<file path="src/sfms_pkg.sv">
// Package for the substring first-match search core.
// Holds payload structs, action and status codes, and default sizes; no dependencies.
package sfms_pkg;

    localparam int SFMS_PATTERN_MAX = 32;
    localparam int SFMS_TEXT_MAX    = 65536;
    localparam int POS_W            = 17;

    localparam logic [1:0] ACT_PATTERN = 2'd0;
    localparam logic [1:0] ACT_TEXT    = 2'd1;
    localparam logic [1:0] ACT_REPORT  = 2'd2;

    localparam logic [1:0] STAT_FOUND     = 2'd0;
    localparam logic [1:0] STAT_NOT_FOUND = 2'd1;
    localparam logic [1:0] STAT_PAT_LONG  = 2'd2;
    localparam logic [1:0] STAT_TEXT_LONG = 2'd3;

    typedef struct packed {
        logic [1:0] action;
        logic [7:0] data_byte;
    } in_item_t;

    typedef struct packed {
        logic [1:0]       status;
        logic [POS_W-1:0] match_position;
    } out_item_t;

    // Per-cycle commands from the controller to every cell of the row.
    typedef struct packed {
        logic pat_shift;
        logic txt_shift;
        logic clear;
    } cell_ctl_t;

endpackage

</file>
<file path="src/sfms_cell.sv">
// One cell of the search row: a pattern byte, its active flag and a window byte.
// Depends on sfms_pkg for the cell command struct.
module sfms_cell
    import sfms_pkg::*;
(
    input  logic      clk,
    input  logic      rst_n,
    input  cell_ctl_t ctl,
    input  logic [7:0] pat_in,
    input  logic       act_in,
    input  logic [7:0] win_in,
    output logic [7:0] pat_out,
    output logic       act_out,
    output logic [7:0] win_out,
    output logic       ok
);

    logic [7:0] pat_reg;
    logic [7:0] pat_next;
    logic [7:0] win_reg;
    logic [7:0] win_next;
    logic       act_reg;
    logic       act_next;

    always_comb
    begin
        pat_next = ctl.pat_shift ? pat_in : pat_reg;
        win_next = ctl.txt_shift ? win_in : win_reg;
        if (ctl.clear)
        begin
            act_next = 1'b0;
        end
        else if (ctl.pat_shift)
        begin
            act_next = act_in;
        end
        else
        begin
            act_next = act_reg;
        end
    end

    always_ff @(posedge clk)
    begin
        pat_reg <= pat_next;
        win_reg <= win_next;
    end

    always_ff @(posedge clk or negedge rst_n)
    begin
        if (!rst_n)
        begin
            act_reg <= 1'b0;
        end
        else
        begin
            act_reg <= act_next;
        end
    end

    // The compare looks at the window byte this cell will hold after the shift.
    assign ok      = !act_reg || (win_in == pat_reg);
    assign pat_out = pat_reg;
    assign act_out = act_reg;
    assign win_out = win_reg;

endmodule

</file>
<file path="src/sfms_ctrl.sv">
// Controller of the search: counters, flags, start offset, result register.
// Depends on sfms_pkg; drives the cell row commands and the output beat.
module sfms_ctrl
    import sfms_pkg::*;
#(
    parameter int PATTERN_MAX = SFMS_PATTERN_MAX,
    parameter int TEXT_MAX    = SFMS_TEXT_MAX
)
(
    input  logic             clk,
    input  logic             rst_n,
    input  logic             in_valid,
    output logic             in_ready,
    input  in_item_t         in_item,
    output logic             out_valid,
    input  logic             out_ready,
    output out_item_t        out_item,
    input  logic             cfg_valid,
    output logic             cfg_ready,
    input  logic [POS_W-1:0] cfg_data,
    input  logic             row_ok,
    output cell_ctl_t        ctl
);

    localparam int PCW = $clog2(PATTERN_MAX + 1);
    localparam int TCW = $clog2(TEXT_MAX + 1);
    localparam int CW  = (TCW > POS_W) ? TCW : POS_W;

    logic [PCW-1:0]   pcount_reg, pcount_next;
    logic             pat_ovf_reg, pat_ovf_next;
    logic [TCW-1:0]   tcount_reg, tcount_next;
    logic             txt_ovf_reg, txt_ovf_next;
    logic             seen_reg, seen_next;
    logic [POS_W-1:0] first_reg, first_next;
    logic [POS_W-1:0] start_reg, start_next;
    logic             out_valid_reg, out_valid_next;
    out_item_t        out_item_reg, out_item_next;

    logic           fire;
    logic           pat_take;
    logic           txt_take;
    logic           report;
    logic [TCW-1:0] tc_inc;
    logic [CW-1:0]  tc_ext;
    logic [CW-1:0]  pc_ext;
    logic [CW-1:0]  so_ext;
    logic [CW-1:0]  begin_pos;
    logic           hit;
    out_item_t      result;

    assign in_ready  = !out_valid_reg || out_ready;
    assign cfg_ready = 1'b1;
    assign fire      = in_valid && in_ready;

    assign pat_take = fire && (in_item.action == ACT_PATTERN)
                      && (tcount_reg == '0) && !txt_ovf_reg;
    assign txt_take = fire && (in_item.action == ACT_TEXT)
                      && (tcount_reg != TCW'(TEXT_MAX));
    assign report   = fire && (in_item.action == ACT_REPORT);

    assign tc_inc    = tcount_reg + 1'b1;
    assign tc_ext    = CW'(tc_inc);
    assign pc_ext    = CW'(pcount_reg);
    assign so_ext    = CW'(start_reg);
    assign begin_pos = tc_ext - pc_ext;

    assign hit = txt_take && !seen_reg && !pat_ovf_reg && (pcount_reg != '0)
                 && (tc_ext >= pc_ext) && (begin_pos >= so_ext) && row_ok;

    always_comb
    begin
        result.status         = STAT_NOT_FOUND;
        result.match_position = '0;
        if (pat_ovf_reg)
        begin
            result.status = STAT_PAT_LONG;
        end
        else if (txt_ovf_reg)
        begin
            result.status = STAT_TEXT_LONG;
        end
        else if (pcount_reg == '0)
        begin
            // An empty pattern matches at the start offset if it lies within the text.
            if (so_ext <= CW'(tcount_reg))
            begin
                result.status         = STAT_FOUND;
                result.match_position = start_reg;
            end
        end
        else if (seen_reg)
        begin
            result.status         = STAT_FOUND;
            result.match_position = first_reg;
        end
    end

    always_comb
    begin
        ctl.pat_shift = pat_take && (pcount_reg != PCW'(PATTERN_MAX));
        ctl.txt_shift = txt_take;
        ctl.clear     = report;

        pcount_next = pcount_reg;
        pat_ovf_next = pat_ovf_reg;
        tcount_next = tcount_reg;
        txt_ovf_next = txt_ovf_reg;
        seen_next   = seen_reg;
        first_next  = first_reg;
        start_next  = cfg_valid ? cfg_data : start_reg;

        if (pat_take)
        begin
            if (pcount_reg != PCW'(PATTERN_MAX))
            begin
                pcount_next = pcount_reg + 1'b1;
            end
            else
            begin
                pat_ovf_next = 1'b1;
            end
        end
        if (fire && (in_item.action == ACT_TEXT) && !txt_take)
        begin
            txt_ovf_next = 1'b1;
        end
        if (txt_take)
        begin
            tcount_next = tc_inc;
        end
        if (hit)
        begin
            seen_next  = 1'b1;
            first_next = begin_pos[POS_W-1:0];
        end
        if (report)
        begin
            pcount_next  = '0;
            pat_ovf_next = 1'b0;
            tcount_next  = '0;
            txt_ovf_next = 1'b0;
            seen_next    = 1'b0;
            first_next   = '0;
        end

        out_item_next  = out_item_reg;
        out_valid_next = out_valid_reg;
        if (report)
        begin
            out_valid_next = 1'b1;
            out_item_next  = result;
        end
        else if (out_ready)
        begin
            out_valid_next = 1'b0;
        end
    end

    always_ff @(posedge clk)
    begin
        out_item_reg <= out_item_next;
    end

    always_ff @(posedge clk or negedge rst_n)
    begin
        if (!rst_n)
        begin
            pcount_reg    <= '0;
            pat_ovf_reg   <= 1'b0;
            tcount_reg    <= '0;
            txt_ovf_reg   <= 1'b0;
            seen_reg      <= 1'b0;
            first_reg     <= '0;
            start_reg     <= '0;
            out_valid_reg <= 1'b0;
        end
        else
        begin
            pcount_reg    <= pcount_next;
            pat_ovf_reg   <= pat_ovf_next;
            tcount_reg    <= tcount_next;
            txt_ovf_reg   <= txt_ovf_next;
            seen_reg      <= seen_next;
            first_reg     <= first_next;
            start_reg     <= start_next;
            out_valid_reg <= out_valid_next;
        end
    end

    assign out_valid = out_valid_reg;
    assign out_item  = out_item_reg;

endmodule

</file>
<file path="src/substring_first_match_search_core.sv">
// Top level of the substring first-match search core.
// Depends on sfms_pkg, sfms_cell and sfms_ctrl.
//
// The core takes one input beat every clock cycle: pattern bytes, text bytes and
// end-of-text beats alike, with no gap between them. The pattern and the last
// PATTERN_MAX text bytes live in a row of PATTERN_MAX cells; each text beat shifts
// the window one cell and all cells compare in the same cycle, so the full-row
// compare and AND reduce set the cycle time. The result of an end-of-text beat is
// offered on the output in the cycle after that beat. While a result is held and the
// output is not ready, the input stalls for every kind of beat; in a cycle where the
// output is ready, the next beat is taken with no gap.
module substring_first_match_search_core
    import sfms_pkg::*;
#(
    parameter int PATTERN_MAX = SFMS_PATTERN_MAX,
    parameter int TEXT_MAX    = SFMS_TEXT_MAX
)
(
    input  logic             clk,
    input  logic             rst_n,
    input  logic             in_valid,
    output logic             in_ready,
    input  in_item_t         in_item,
    output logic             out_valid,
    input  logic             out_ready,
    output out_item_t        out_item,
    input  logic             cfg_valid,
    output logic             cfg_ready,
    input  logic [POS_W-1:0] cfg_data
);

    cell_ctl_t                  ctl;
    logic [PATTERN_MAX:0][7:0]  pat_chain;
    logic [PATTERN_MAX:0]       act_chain;
    logic [PATTERN_MAX:0][7:0]  win_chain;
    logic [PATTERN_MAX-1:0]     ok_vec;

    // New bytes enter at cell 0; cell j then holds pattern byte count-1-j,
    // which lines up with window byte j.
    assign pat_chain[0] = in_item.data_byte;
    assign act_chain[0] = 1'b1;
    assign win_chain[0] = in_item.data_byte;

    for (genvar j = 0; j < PATTERN_MAX; j++)
    begin : g_cell
        sfms_cell u_cell (
            .clk     (clk),
            .rst_n   (rst_n),
            .ctl     (ctl),
            .pat_in  (pat_chain[j]),
            .act_in  (act_chain[j]),
            .win_in  (win_chain[j]),
            .pat_out (pat_chain[j+1]),
            .act_out (act_chain[j+1]),
            .win_out (win_chain[j+1]),
            .ok      (ok_vec[j])
        );
    end

    sfms_ctrl #(
        .PATTERN_MAX (PATTERN_MAX),
        .TEXT_MAX    (TEXT_MAX)
    ) u_ctrl (
        .clk       (clk),
        .rst_n     (rst_n),
        .in_valid  (in_valid),
        .in_ready  (in_ready),
        .in_item   (in_item),
        .out_valid (out_valid),
        .out_ready (out_ready),
        .out_item  (out_item),
        .cfg_valid (cfg_valid),
        .cfg_ready (cfg_ready),
        .cfg_data  (cfg_data),
        .row_ok    (&ok_vec),
        .ctl       (ctl)
    );

endmodule

</file>
<file path="config.mk">
export PLATFORM = sky130hd
export DESIGN_NAME = substring_first_match_search_core
export DESIGN_NICKNAME = d
export VERILOG_FILES = /design/src/sfms_pkg.sv /design/src/sfms_cell.sv /design/src/sfms_ctrl.sv /design/src/substring_first_match_search_core.sv
export SDC_FILE = /design/constraint.sdc
export NUM_CORES = 1
export LEC_CHECK = 0
export BUFFER_PORTS_ARGS = -buffer_cell sky130_fd_sc_hd__buf_2
export CAP_MARGIN = 25
export CORE_ASPECT_RATIO = 0.8
export CORE_UTILIZATION = 30
export CTS_CLUSTER_DIAMETER = 80
export CTS_CLUSTER_SIZE = 25
export DETAILED_ROUTE_END_ITERATION = 10
export PLACE_DENSITY_LB_ADDON = 0.1
export SYNTH_ARGS = -nofsm -noshare
export SYNTH_HDL_FRONTEND = slang
export SYNTH_SLANG_ARGS = --single-unit
</file>
<file path="constraint.sdc">
create_clock -name clk -period 15.6 [get_ports clk]
set_clock_uncertainty 0.15 [all_clocks]
set_input_delay 3.12 -clock clk [delete_from_list [all_inputs] [get_ports clk]]
set_output_delay 3.12 -clock clk [all_outputs]
set_load 0.01 [all_outputs]
</file>
Word-level counts from Yosys, hierarchy flattened
Index checks and enable logic that the tools add are counted.
{ "totals": {"ff_bits": 616, "out_inout_bits": 22, "elab_cells": 333} }
{ "op_classes": {"addsub": 3, "order_cmp": 3, "n_eq_ne": 37, "muxes": 84, "reduce_logical": 100} }
{ "ops": {"columns": ["cell", "n"], "rows": [
  ["8-bit equality test", 32],
  ["1-bit two-way mux", 74],
  ["17-bit two-way mux", 4],
  ["18-bit two-way mux", 3],
  ["1-bit zero test", 37],
  ["1-bit logical OR", 33],
  ["32-bit AND reduction", 1],
  ["6-bit two-way mux", 3],
  ["17-bit by 1-bit adder with 17-bit output, second input constant", 1],
  ["17-bit >= comparator", 1],
  ["17-bit by 6-bit >= comparator with 1-bit output", 1],
  ["17-bit <= comparator", 1],
  ["17-bit zero test", 1],
  ["17-bit inequality test, second input constant", 1],
  ["17-bit by 6-bit subtractor with 17-bit output", 1],
  ["1-bit logical AND", 15],
  ["2-bit nonzero test", 7],
  ["6-bit by 1-bit adder with 6-bit output, second input constant", 1],
  ["6-bit zero test", 1],
  ["6-bit inequality test, second input constant", 1],
  ["6-bit nonzero test", 1],
  ["2-bit AND reduction", 2],
  ["2-bit by 1-bit equality test with 1-bit output, second input constant", 1],
  ["2-bit equality test, second input constant", 1],
  ["other kinds (3)", 3]
]} }

Logic depth before layout (Yosys ltp)
Gate-level depths: netlist of run 1.
{ "logic_depth": {"depth_word": 13, "ltp_mapped": 19, "ltp_nobuf": 18} }

Cells and area by module
Synthesis of run 1 repeated with hierarchy kept, for this count alone.
{ "hier_totals": {"hier_cells": 1553, "area_unflattened_um2": 24877.6} }
{ "modules_own_cells": {"columns": ["module", "instances", "cells_each", "area_each_um2"], "rows": [
  ["sfms_cell", 32, 30, 606.8],
  ["sfms_ctrl", 1, 581, 5386.4],
  ["substring_first_match_search_core", 1, 12, 72.6]
]} }

Worst setup path before layout of run 1
OpenSTA, ideal clock, no wires.
{ "synth_path": {"path_type": "input -> register", "from": "input port out_ready", "to": "register g_cell[0].u_cell.win_reg[0], enable pin", "setup_ns": 0.711, "arrival_ns": 10.633, "required_ns": 14.739, "setup_slack_ns": 4.106, "path_stages": 5, "path_cell_list": "nand2b_1 > and4b_1 > o21ai_1 > inv_2 > clkbuf_1"} }
{ "synth_lines": {"columns": ["item", "line_no", "rtl"], "rows": [
  ["from (decl)", "substring_first_match_search_core.sv:25", "input logic out_ready,"],
  ["to (signal assigned)", "sfms_cell.sv:46", "win_reg <= win_next;"],
  ["to (decl)", "sfms_cell.sv:20", "logic [7:0] win_reg;"]
]} }

Final worst setup path of run 1
{ "layout_path": {"from": "input port out_ready", "to": "output port in_ready"} }
{ "layout_between": {"elab_chain_cells": 1} }
{ "layout_lines": {"columns": ["item", "line_no", "rtl"], "rows": [
  ["1-bit logical OR", "sfms_ctrl.sv:51", "assign in_ready = !out_valid_reg || out_ready;"],
  ["to (decl)", "substring_first_match_search_core.sv:22", "output logic in_ready,"]
]} }
Every way passes these cells.

==> results of run 1 <==
## routing by layer
layer | share of wire | wire, um
met3 | 0.030 | 1590
met4 | 0.021 | 1110
met1 | 0.51 | 27600
met5 | 0 | 0
met2 | 0.43 | 23300
## cells in the mapped netlist, types with 4 or more instances
cell and n:
a21o_1 10, a21oi_1 17, and2_1 16, and3_1 5, buf_1 4, buf_2 5
clkbuf_1 24, dfrtp_1 93, edfxtp_1 523, ha_1 44, inv_1 43, inv_2 4
mux2_1 7, mux2_2 8, nand2_1 135, nand2b_1 4, nand3_1 43, nand4_1 86
nor2_1 23, nor3_1 12, nor4_1 10, o21a_1 7, o21ai_0 74, o21ai_1 10
o31ai_1 22, xnor2_1 280, xor2_1 5
## stage by stage
step | area (um2) | hold slack [ps] | setup WS [ps] | cells | utilization
6_report | 27200 | 314 | 8490 | 2749 | 0.337
5_1_grt | 27200 | 334 | 8480 | 2749 | 0.337
4_1_cts | 27100 | 315 | 8490 | 2748 | 0.337
3_5_place_dp | 26200 | 306 | 8490 | 2690 | 0.324
3_3_place_gp | 26100 | 304 | 8220 | 2687 | 0.324
2_1_floorplan | 24500 | 299 | 4110 | 1567 | -
## area by class of cell
type                       instances  area [um2]  share of cell area
tap                             1092        1370              0.0503
multi-input combinational        869        6160               0.227
timing repair buffer              67         439              0.0162
inverter                          47         184             0.00677
clock buffer                      48         860              0.0316
sequential                       616       18000               0.664
clock inverter                    10         133             0.00488
## power groups by stage
stage	clock network [mW]	registers (mW)	logic, mW
floorplan	0	1.96	0.311
global placement	0	1.96	0.468
detailed placement	0	1.96	0.472
CTS	0.994	1.92	0.476
global route	1.04	1.93	0.521
finish	0.955	1.92	0.472
## cell families after synthesis
| kind of cell | synth area share |
|---|---|
| compound gates | 0.0419 |
| xor+xnor | 0.102 |
| fa+ha+maj | 0.0233 |
| buf+inv | 0.0133 |
| flops | 0.736 |
| mux | 0.00812 |
| other cells | 0.000153 |
| simple gates | 0.0757 |
## worst reg2reg max path: stages, from the launching register on
cell and delay (ps):
dfrtp_1 560, ha_1 300, nand3_2 230, xnor2_1 290
ha_1 330, o21ai_0 100, o21bai_1 120, a2111oi_0 920
a21boi_1 400, nand2_1 120, xnor2_1 160, ha_1 340
nand4_1 190, nor4_1 350, o221ai_1 170, and4b_1 230
nor4_1 450, o2111ai_4 510, mux2_1 490
## worst paths after layout
| kind | end | slack [ps] | cells after the start |
|---|---|---|---|
| setup / recovery | in_ready | 8490 | 3 |
| hold / removal | g_cell[8].u_cell.win_out[1] | 310 | 0 |
| setup reg to reg | u_ctrl.first_reg[14] | 9090 | 18 |
| hold reg to reg | g_cell[8].u_cell.win_out[1] | 310 | 0 |
| max in group asynchronous | g_cell[22].u_cell.act_out | 12180 | 3 |
| min in group asynchronous | u_ctrl.first_reg[1] | 2240 | 1 |
==> impl_metrics.toml, run 1 <==
[die]
ios = 54
die_h_um = 258
core_um2 = 80600
die_w_um = 322
rows = 93
dieArea_um2 = 82900
start_util = 0.304

[worst_setup_path]
path_cells = "buf_2, nand2b_1, buf_2"
max_stage_delay_ps = 370
crit_family = "simple AND/OR/NAND/NOR gates"
cp_data_required_time_ps = 12330
crit_top_cell = "buf_2"
timing.rr.start = "u_ctrl.tcount_reg[0]"
worst_path_max_delay_cell = "nand2b_1"
start_kind = "input pin"
crit_type = "input pin to output port"
end_kind = "output port"
startpoint = "out_ready"
cp.arrival_ps = 3840
critical_path.n_buffers_inverters = 2
crit_fanout = 5

[sta]
period_minus_slack_ps = 7110
finalSetupViolCount = 0
slew_viol_final = 0
max_freq_mhz = 141
max_slew_margin = 0.319
tns_ps = 0
hold_violations = 0
post-route-period-util = 0.456
tightest_slew_ps = 995
rsz0062_at_grt = "false"

[clocking]
clock-root-buffer = "clkbuf_16"
cts_sinks = 616
ctsResizeCount = 0
clock_latency_ps = 640
post_cts_buffers = 0
clockBufferDepth = 3
cts_tree = "done"
h-tree-depth = 1
path_clk_slew_ps = 100
cts_buffers = 31
cts_hold_repair.buffers = 0

[grt]
track_usage = 0.129
busiest_layer = "met1"
use_met2 = 0.194
overflow = 0
grt_pass1_vias = 12800
use_met1 = 0.199
antenna_found_initial = 1
grt_pass1_wl_mm = 81.7
grt_max_degree = 128
gr-usage-met3 = 0.0176

[placement]
io_buffers = 52
place_hpwl_mm = 37.0
gp_congestion = 0.828

[flow_run]
maxCapViolCount = 0

[finish]
diodes = 0
final_common_cell = "edfxtp_1"
drive_above_1_share = 0.0827
mostFrequentLayoutCells = "523 x edfxtp_1, 280 x xnor2_1, 135 x nand2_1"
syn_to_final_growth_pct = 10.9
largest_register_ffs = 256
nFillCells = 7841
final_nets = 1709

[yosys]
synth_edf_count = 523
ys.flop_type = "edfxtp_1"
synthArstFlopShare = 0.151
syn_area_um2 = 24500
synth_cell_types = 64
synth-seq-cells = 616
synth_top_area_share = 0.641
seq_area_frac_synth = 0.736
ys_top_cells_by_area = "edfxtp_1 64%, xnor2_1 10%, dfrtp_1 9.5%"
syn_nets = 1644
synthCells = 1567
yosys.area.top_type = "edfxtp_1"
yosysWarnings = 0
syn_area_per_cell_um2 = 15.6

[route]
first_iter_violations = 847
drcViolationCount = 0
wirelength_mm = 53.5
wire_per_inst_um = 19.5
drt_first_pass_iters = 5
avgViaCountPerCell = 4.52
ant_nets = 0
vias = 12400

[power]
pwr-share-seq = 0.574
power_frac_comb = 0.141
powerDensity_nw_per_um2 = 123
power.internal_mw = 2.46
power.net_switching_uw = 893
p_leak_nw = 8.98
power_mw = 3.35
clkPwrFrac = 0.285
peakVddDrop_mv = 0.0771
switching_share = 0.267

[min_path]
worstHoldStart = "g_cell[7].u_cell.win_out[1]"
hold_class = "flip-flop to flip-flop"

[run_status]
status = "completed"
Note: power is estimated with default switching activity, not from simulation.
==> inputs of run 2 (changes only) <==
--- a/config.mk
+++ b/config.mk
@@ -5,6 +5,7 @@
 export SDC_FILE = /design/constraint.sdc
 export NUM_CORES = 1
 export LEC_CHECK = 0
+export ABC_AREA = 1
 export BUFFER_PORTS_ARGS = -buffer_cell sky130_fd_sc_hd__buf_2
 export CAP_MARGIN = 25
 export CORE_ASPECT_RATIO = 0.8
==> constraint.sdc (replaced) <==
create_clock -name clk -period 7.3 [get_ports clk]
set_clock_uncertainty 0.15 [all_clocks]
set_input_delay 1.46 -clock clk [delete_from_list [all_inputs] [get_ports clk]]
set_output_delay 1.46 -clock clk [all_outputs]
set_load 0.01 [all_outputs]
==> run 2 against run 1 <==
Effect of this change: critical path depth rose by 19; routed wire length decreased by 7.8%; non-clock buffer count down 4; critical endpoint is now u_ctrl.first_reg[11]; via count is 9.2% higher; clock power up 130%; critical path type is now flip-flop to flip-flop; combinational power increased by 140%; synthesized cell count increased by 24%; global-route usage fell by 1.2 points; setup slack got worse by 5700 ps; sequential power increased by 120%; first-iteration DRC count rose by 6.5%.
==> impl_metrics.toml, run 2 <==
[power]
power_frac_comb = 0.151
switching_share = 0.279
p_leak_nw = 10.1
pwr-share-seq = 0.552
power.internal_mw = 5.42
powerDensity_nw_per_um2 = 268
clkPwrFrac = 0.297
power.net_switching_mw = 2.10
peakVddDrop_mv = 0.145

[clocking]
cts_tree = "done"
cts_sinks = 616
cts_buffers = 35
clockBufferDepth = 3
cts_hold_repair.buffers = 0
clock_latency_ps = 580
clock-root-buffer = "clkbuf_16"
path_clk_slew_ps = 100
post_cts_buffers = 0
ctsResizeCount = 0
h-tree-depth = 2

[yosys]
synthCells = 1944
yosysWarnings = 0
yosys.area.top_type = "edfxtp_1"
syn_area_um2 = 25200
synth_top_area_share = 0.623
ys_top_cells_by_area = "edfxtp_1 62%, dfrtp_1 9.2%, xnor2_1 8.0%"
synth_most_common_cell = "edfxtp_1"
synthArstFlopShare = 0.151
syn_nets = 2021
ys.flop_type = "edfxtp_1"
syn_area_per_cell_um2 = 13.0
synthTopCellsByCount = "523 x edfxtp_1, 449 x nand2_1, 229 x xnor2_1"
synth_edf_count = 523
seq_area_frac_synth = 0.716
synth_cell_types = 39
synth-seq-cells = 616

[sta]
max_slew_margin = 0.310
finalSetupViolCount = 0
max_freq_mhz = 221
tns_ps = 0
finalHoldWorstSlack_ps = 316
post-route-period-util = 0.621
slew_viol_final = 0
rsz0062_at_grt = "false"
period_minus_slack_ps = 4530
tightest_slew_ps = 1030
hold_violations = 0

[finish]
drive_above_1_share = 0.0723
diodes = 0
finish.utilization = 0.339
syn_to_final_growth_pct = 11.3
final_common_cell = "edfxtp_1"
fin_cells = 3151
final_nets = 2099
largest_register_ffs = 256
mostFrequentLayoutCells = "523 x edfxtp_1, 446 x nand2_1, 229 x xnor2_1"

[grt]
grt_pass1_wl_mm = 78.0
grt_pass1_vias = 13800
overflow = 0
antenna_found_initial = 0
track_usage = 0.118
grt_max_degree = 162

[worst_setup_path]
crit_top_cell = "nand2_1"
crit_fanout = 17
cp.arrival_ps = 4910
path_cells = "inv_1, nor2_4, nand2_1, nand2_1, inv_1, ha_1, a21oi_1, nand2_1, nand3_1, nand2_1, nor2_1, nand2_1, xor2_1, ha_1, nand2_1, nor3_1, o21ai_0, nand4_1, nand3_2, nor2_4, nand3_1, nand2_1"
crit_family = "simple AND/OR/NAND/NOR gates"
max_stage_delay_ps = 510
ff2ff_path_depth = 22
end_kind = "flip-flop"
cp_data_required_time_ps = 7670
critical_path.n_buffers_inverters = 2
crit_type = "flip-flop to flip-flop"
start_kind = "flip-flop"
path_depth = 22
worst_path_max_delay_cell = "dfrtp_1"

[flow_run]
maxCapViolCount = 0

[min_path]
min_path_cells = 0
hold_class = "flip-flop to flip-flop"

[placement]
place_hpwl_mm = 33.2
io_buffers = 52
dp.cells = 3089
gp_congestion = 0.802

[route]
wirelength_mm = 49.4
drt_first_pass_iters = 5
first_iter_violations = 902
ant_nets = 0
drcViolationCount = 0
avgViaCountPerCell = 4.30
vias = 13600
wire_per_inst_um = 15.7

[die]
die_w_um = 326
rows = 94
ios = 54
die_h_um = 261
start_util = 0.305
dieArea_um2 = 85100
core_um2 = 82700

[run_status]
status = "completed"
-- run 2: cell types whose count changed after synthesis, moves of 44 or more --
cell     previous run  this run
nand4_1            86        24
nand2_1           135       449
inv_1              43       176
xnor2_1           280       229
o22ai_1             0        44
nor2_1             23       115
-- run 2: logic make-up (layout without fill, tap and decap cells) --
group           after synthesis  count (layout)  share of synthesized area
compound gates              129             129                     0.0284
xor+xnor                    243             243                     0.0845
fa+ha+maj                    45              45                     0.0226
buf+inv                     204             307                     0.0314
flops                       616             616                      0.716
other cells                   1               1                   0.000149
simple gates                706             706                      0.117
-- run 2: path summary, 6_finish.rpt --
kind / start / endpoint / slack, ps
hold / removal: g_cell[12].u_cell.pat_out[4] / g_cell[13].u_cell.pat_out[4] / 320
setup / recovery: u_ctrl.tcount_reg[0] / u_ctrl.first_reg[11] / 2770
max in group asynchronous: rst_n / g_cell[30].u_cell.act_out / 5100
hold reg to reg: g_cell[12].u_cell.pat_out[4] / g_cell[13].u_cell.pat_out[4] / 320
min in group asynchronous: rst_n / u_ctrl.tcount_reg[16] / 690
setup reg to reg: u_ctrl.tcount_reg[0] / u_ctrl.first_reg[11] / 2770
-- run 2: layout make-up --
class | count | area (um2)
fill | 8216 | 54600
sequential | 616 | 18000
multi-input combinational | 1124 | 6400
tap | 1104 | 1380
clock buffer | 51 | 1000
inverter | 182 | 701
timing repair buffer | 63 | 378
clock inverter | 11 | 155
-- run 2: layer usage --
layer,GRT usage,vias up,wire length [um]
li1,-,6747,-
met1,0.168,6611,23900
met2,0.188,151,23000
met3,0.0166,47,1580
met4,0.0313,0,896
met5,0,-,0
-- run 2: power by group through the flow --
stage                     Combinational, mW  Sequential [mW]  Clock [mW]
after floorplan                       0.783             4.22           0
after global placement                 1.14             4.22           0
after detailed placement               1.15             4.23           0
after CTS                              1.15             4.15        2.35
after global routing                   1.29             4.17        2.47
final                                  1.14             4.15        2.23
-- run 2: stage by stage --
step	instance area (um2)	worst slack [ps]	power [mW]
floorplan	25200	-3200	5.00
global placement	26900	2360	5.36
detailed placement	26900	2320	5.37
CTS	28000	2780	7.65
global route	28000	2300	7.93
finish	28000	2770	7.52
==> inputs of run 3 (changes only) <==
==> constraint.sdc (replaced) <==
create_clock -name clk -period 4.1 [get_ports clk]
set_clock_uncertainty 0.15 [all_clocks]
set_input_delay 0.82 -clock clk [delete_from_list [all_inputs] [get_ports clk]]
set_output_delay 0.82 -clock clk [all_outputs]
set_load 0.01 [all_outputs]
==> run 3 against run 2 <==
Effect of this change: clock power up 82%; highest routed layer unchanged; sequential share of layout area down 0.82 points; critical endpoint is now u_ctrl.first_reg[10]; routed wire length up 3.1%; sequential power up 78%; utilization up 0.44 points; first-iteration DRC count down 9.4%; cell count up 0.41%; combinational power up 95%; global-route usage up 0.26 points; die area unchanged; flip-flop and latch count unchanged.
==> impl_metrics.toml, run 3 (synthesis gave the netlist of run 2 again) <==
[run_status]
status = "completed"

[clocking]
cts_sinks = 616
path_clk_slew_ps = 80
cts_buffers = 35
clock_latency_ps = 580
cts_tree = "done"
clock-root-buffer = "clkbuf_16"
clockBufferDepth = 3
h-tree-depth = 2
cts_hold_repair.buffers = 0

[sta]
post-route-period-util = 0.958
period_minus_slack_ps = 3930
tightest_slew_ps = 699
finalSetupViolCount = 0
max_slew_margin = 0.533
hold_violations = 0
slew_viol_final = 0
max_freq_mhz = 255

[power]
peakVddDrop_mv = 0.257
clkPwrFrac = 0.297
p_leak_nw = 10.2
powerDensity_nw_per_um2 = 480
switching_share = 0.279
power.internal_mw = 9.84
power.net_switching_mw = 3.80
pwr-share-seq = 0.541
power_mw = 13.6
power_frac_comb = 0.163

[worst_setup_path]
crit_type = "flip-flop to flip-flop"
cp_data_required_time_ps = 4470
crit_top_cell = "nand2_1"
start_kind = "flip-flop"
r2r_slack_ps = 170
end_kind = "flip-flop"
worst_path_max_delay_cell = "dfrtp_1"
path_cells = "nand2_2, nor2_2, nand2_1, xor2_2, ha_1, a21oi_1, nand2_1, nor2_4, nand4_1, xor2_1, ha_1, buf_4, a21oi_1, o21ai_0, nor2_1, nand4_1, nand3_2, inv_2, nand2_4, nand3_1, nand2_1"
crit_fanout = 18
max_stage_delay_ps = 440
cp.arrival_ps = 4290

[route]
ant_nets = 0
wl_met2_mm = 24.2
met3_length_mm = 1.65
first_iter_violations = 817
vias = 13500
wire_per_inst_um = 16.1
wirelength_mm = 50.9
avgViaCountPerCell = 4.28
drt-met1-wl_mm = 24.1
route.top_layer_used = "met4"
drcViolationCount = 0
drt_first_pass_iters = 5

[min_path]
hold_class = "input pin to asynchronous set/reset pin"

[finish]
drive_above_1_share = 0.0917
diodes = 0
finish.utilization = 0.344
largest_register_ffs = 256
fin_area_um2 = 28400
syn_to_final_growth_pct = 12.8
mostFrequentLayoutCells = "523 x edfxtp_1, 444 x nand2_1, 228 x xnor2_1"
final_nets = 2115
final_common_cell = "edfxtp_1"
fin_cells = 3164

[placement]
io_buffers = 52
dp.cells = 3096
gp_congestion = 0.878
place_hpwl_mm = 34.7
place_area_um2 = 27000

[grt]
grt_pass1_vias = 13800
grt_pass1_wl_mm = 79.8
grt_max_degree = 77
antenna_found_initial = 0
track_usage = 0.120
overflow = 0

[die]
die_h_um = 261
core_um2 = 82700
start_util = 0.305
dieArea_um2 = 85100
ios = 54
rows = 94
die_w_um = 326

[flow_run]
maxCapViolCount = 0
==> run 3: worst max-delay path, delay by kind of cell, from the launching register on <==
family / cells / cell delay [ps]
compound gates: 3 / 460
xor+xnor: 2 / 440
fa+ha+maj: 2 / 660
buf+inv: 2 / 200
flops: 1 / 440
simple gates: 12 / 1510
==> run 3: per-layer routing <==
layer / track usage / up-vias
li1: - / 6774
met1: 0.165 / 6539
met2: 0.199 / 162
met3: 0.0184 / 52
met4: 0.0318 / 0
met5: 0 / -
==> run 3: path summary, 6_finish.rpt <==
kind	from	end	cells past startpoint
max reg2reg	u_ctrl.tcount_reg[1]	u_ctrl.first_reg[10]	21
min	rst_n	u_ctrl.out_valid	1
max	u_ctrl.tcount_reg[1]	u_ctrl.first_reg[10]	21
min reg2reg	g_cell[9].u_cell.pat_out[3]	g_cell[10].u_cell.pat_out[3]	0
min in group clk	in_item[2]	g_cell[0].u_cell.win_out[2]	1
max in group asynchronous	rst_n	u_ctrl.tcount_reg[3]	2
==> run 3: power groups by stage <==
stage	clock, mW	sequential, mW	combinational (mW)
floorplan	0	7.51	1.39
CTS	4.25	7.38	2.09
detailed placement	0	7.52	2.07
global route	4.46	7.42	2.50
finish	4.05	7.38	2.22
global placement	0	7.52	2.05
==> run 3: stage by stage <==
step	setup WS [ps]	hold slack, ps	setup TNS (ps)
2_1_floorplan	-5760	276	-1536730
3_3_place_gp	10.3	286	0
3_5_place_dp	-128	301	-1670
4_1_cts	12.9	78.3	0
5_1_grt	-67.2	109	-755
6_report	172	101	0
==> run 3: timing repair <==
item | in CTS | in global routing
resized for setup | 1 | 24
buffers inserted | 2 | 7
setup endpoints to repair | 17 | 18
pin swaps | 1 | 7
endpoints found under the hold margin | 0 | 0
==> run 3: layout make-up <==
type                       instances  area [um2]
clock buffer                      46        1000
clock inverter                    13         174
fill                            8102       54300
inverter                         182         703
multi-input combinational       1124        6520
sequential                       616       18000
tap                             1104        1380
timing repair buffer              79         594
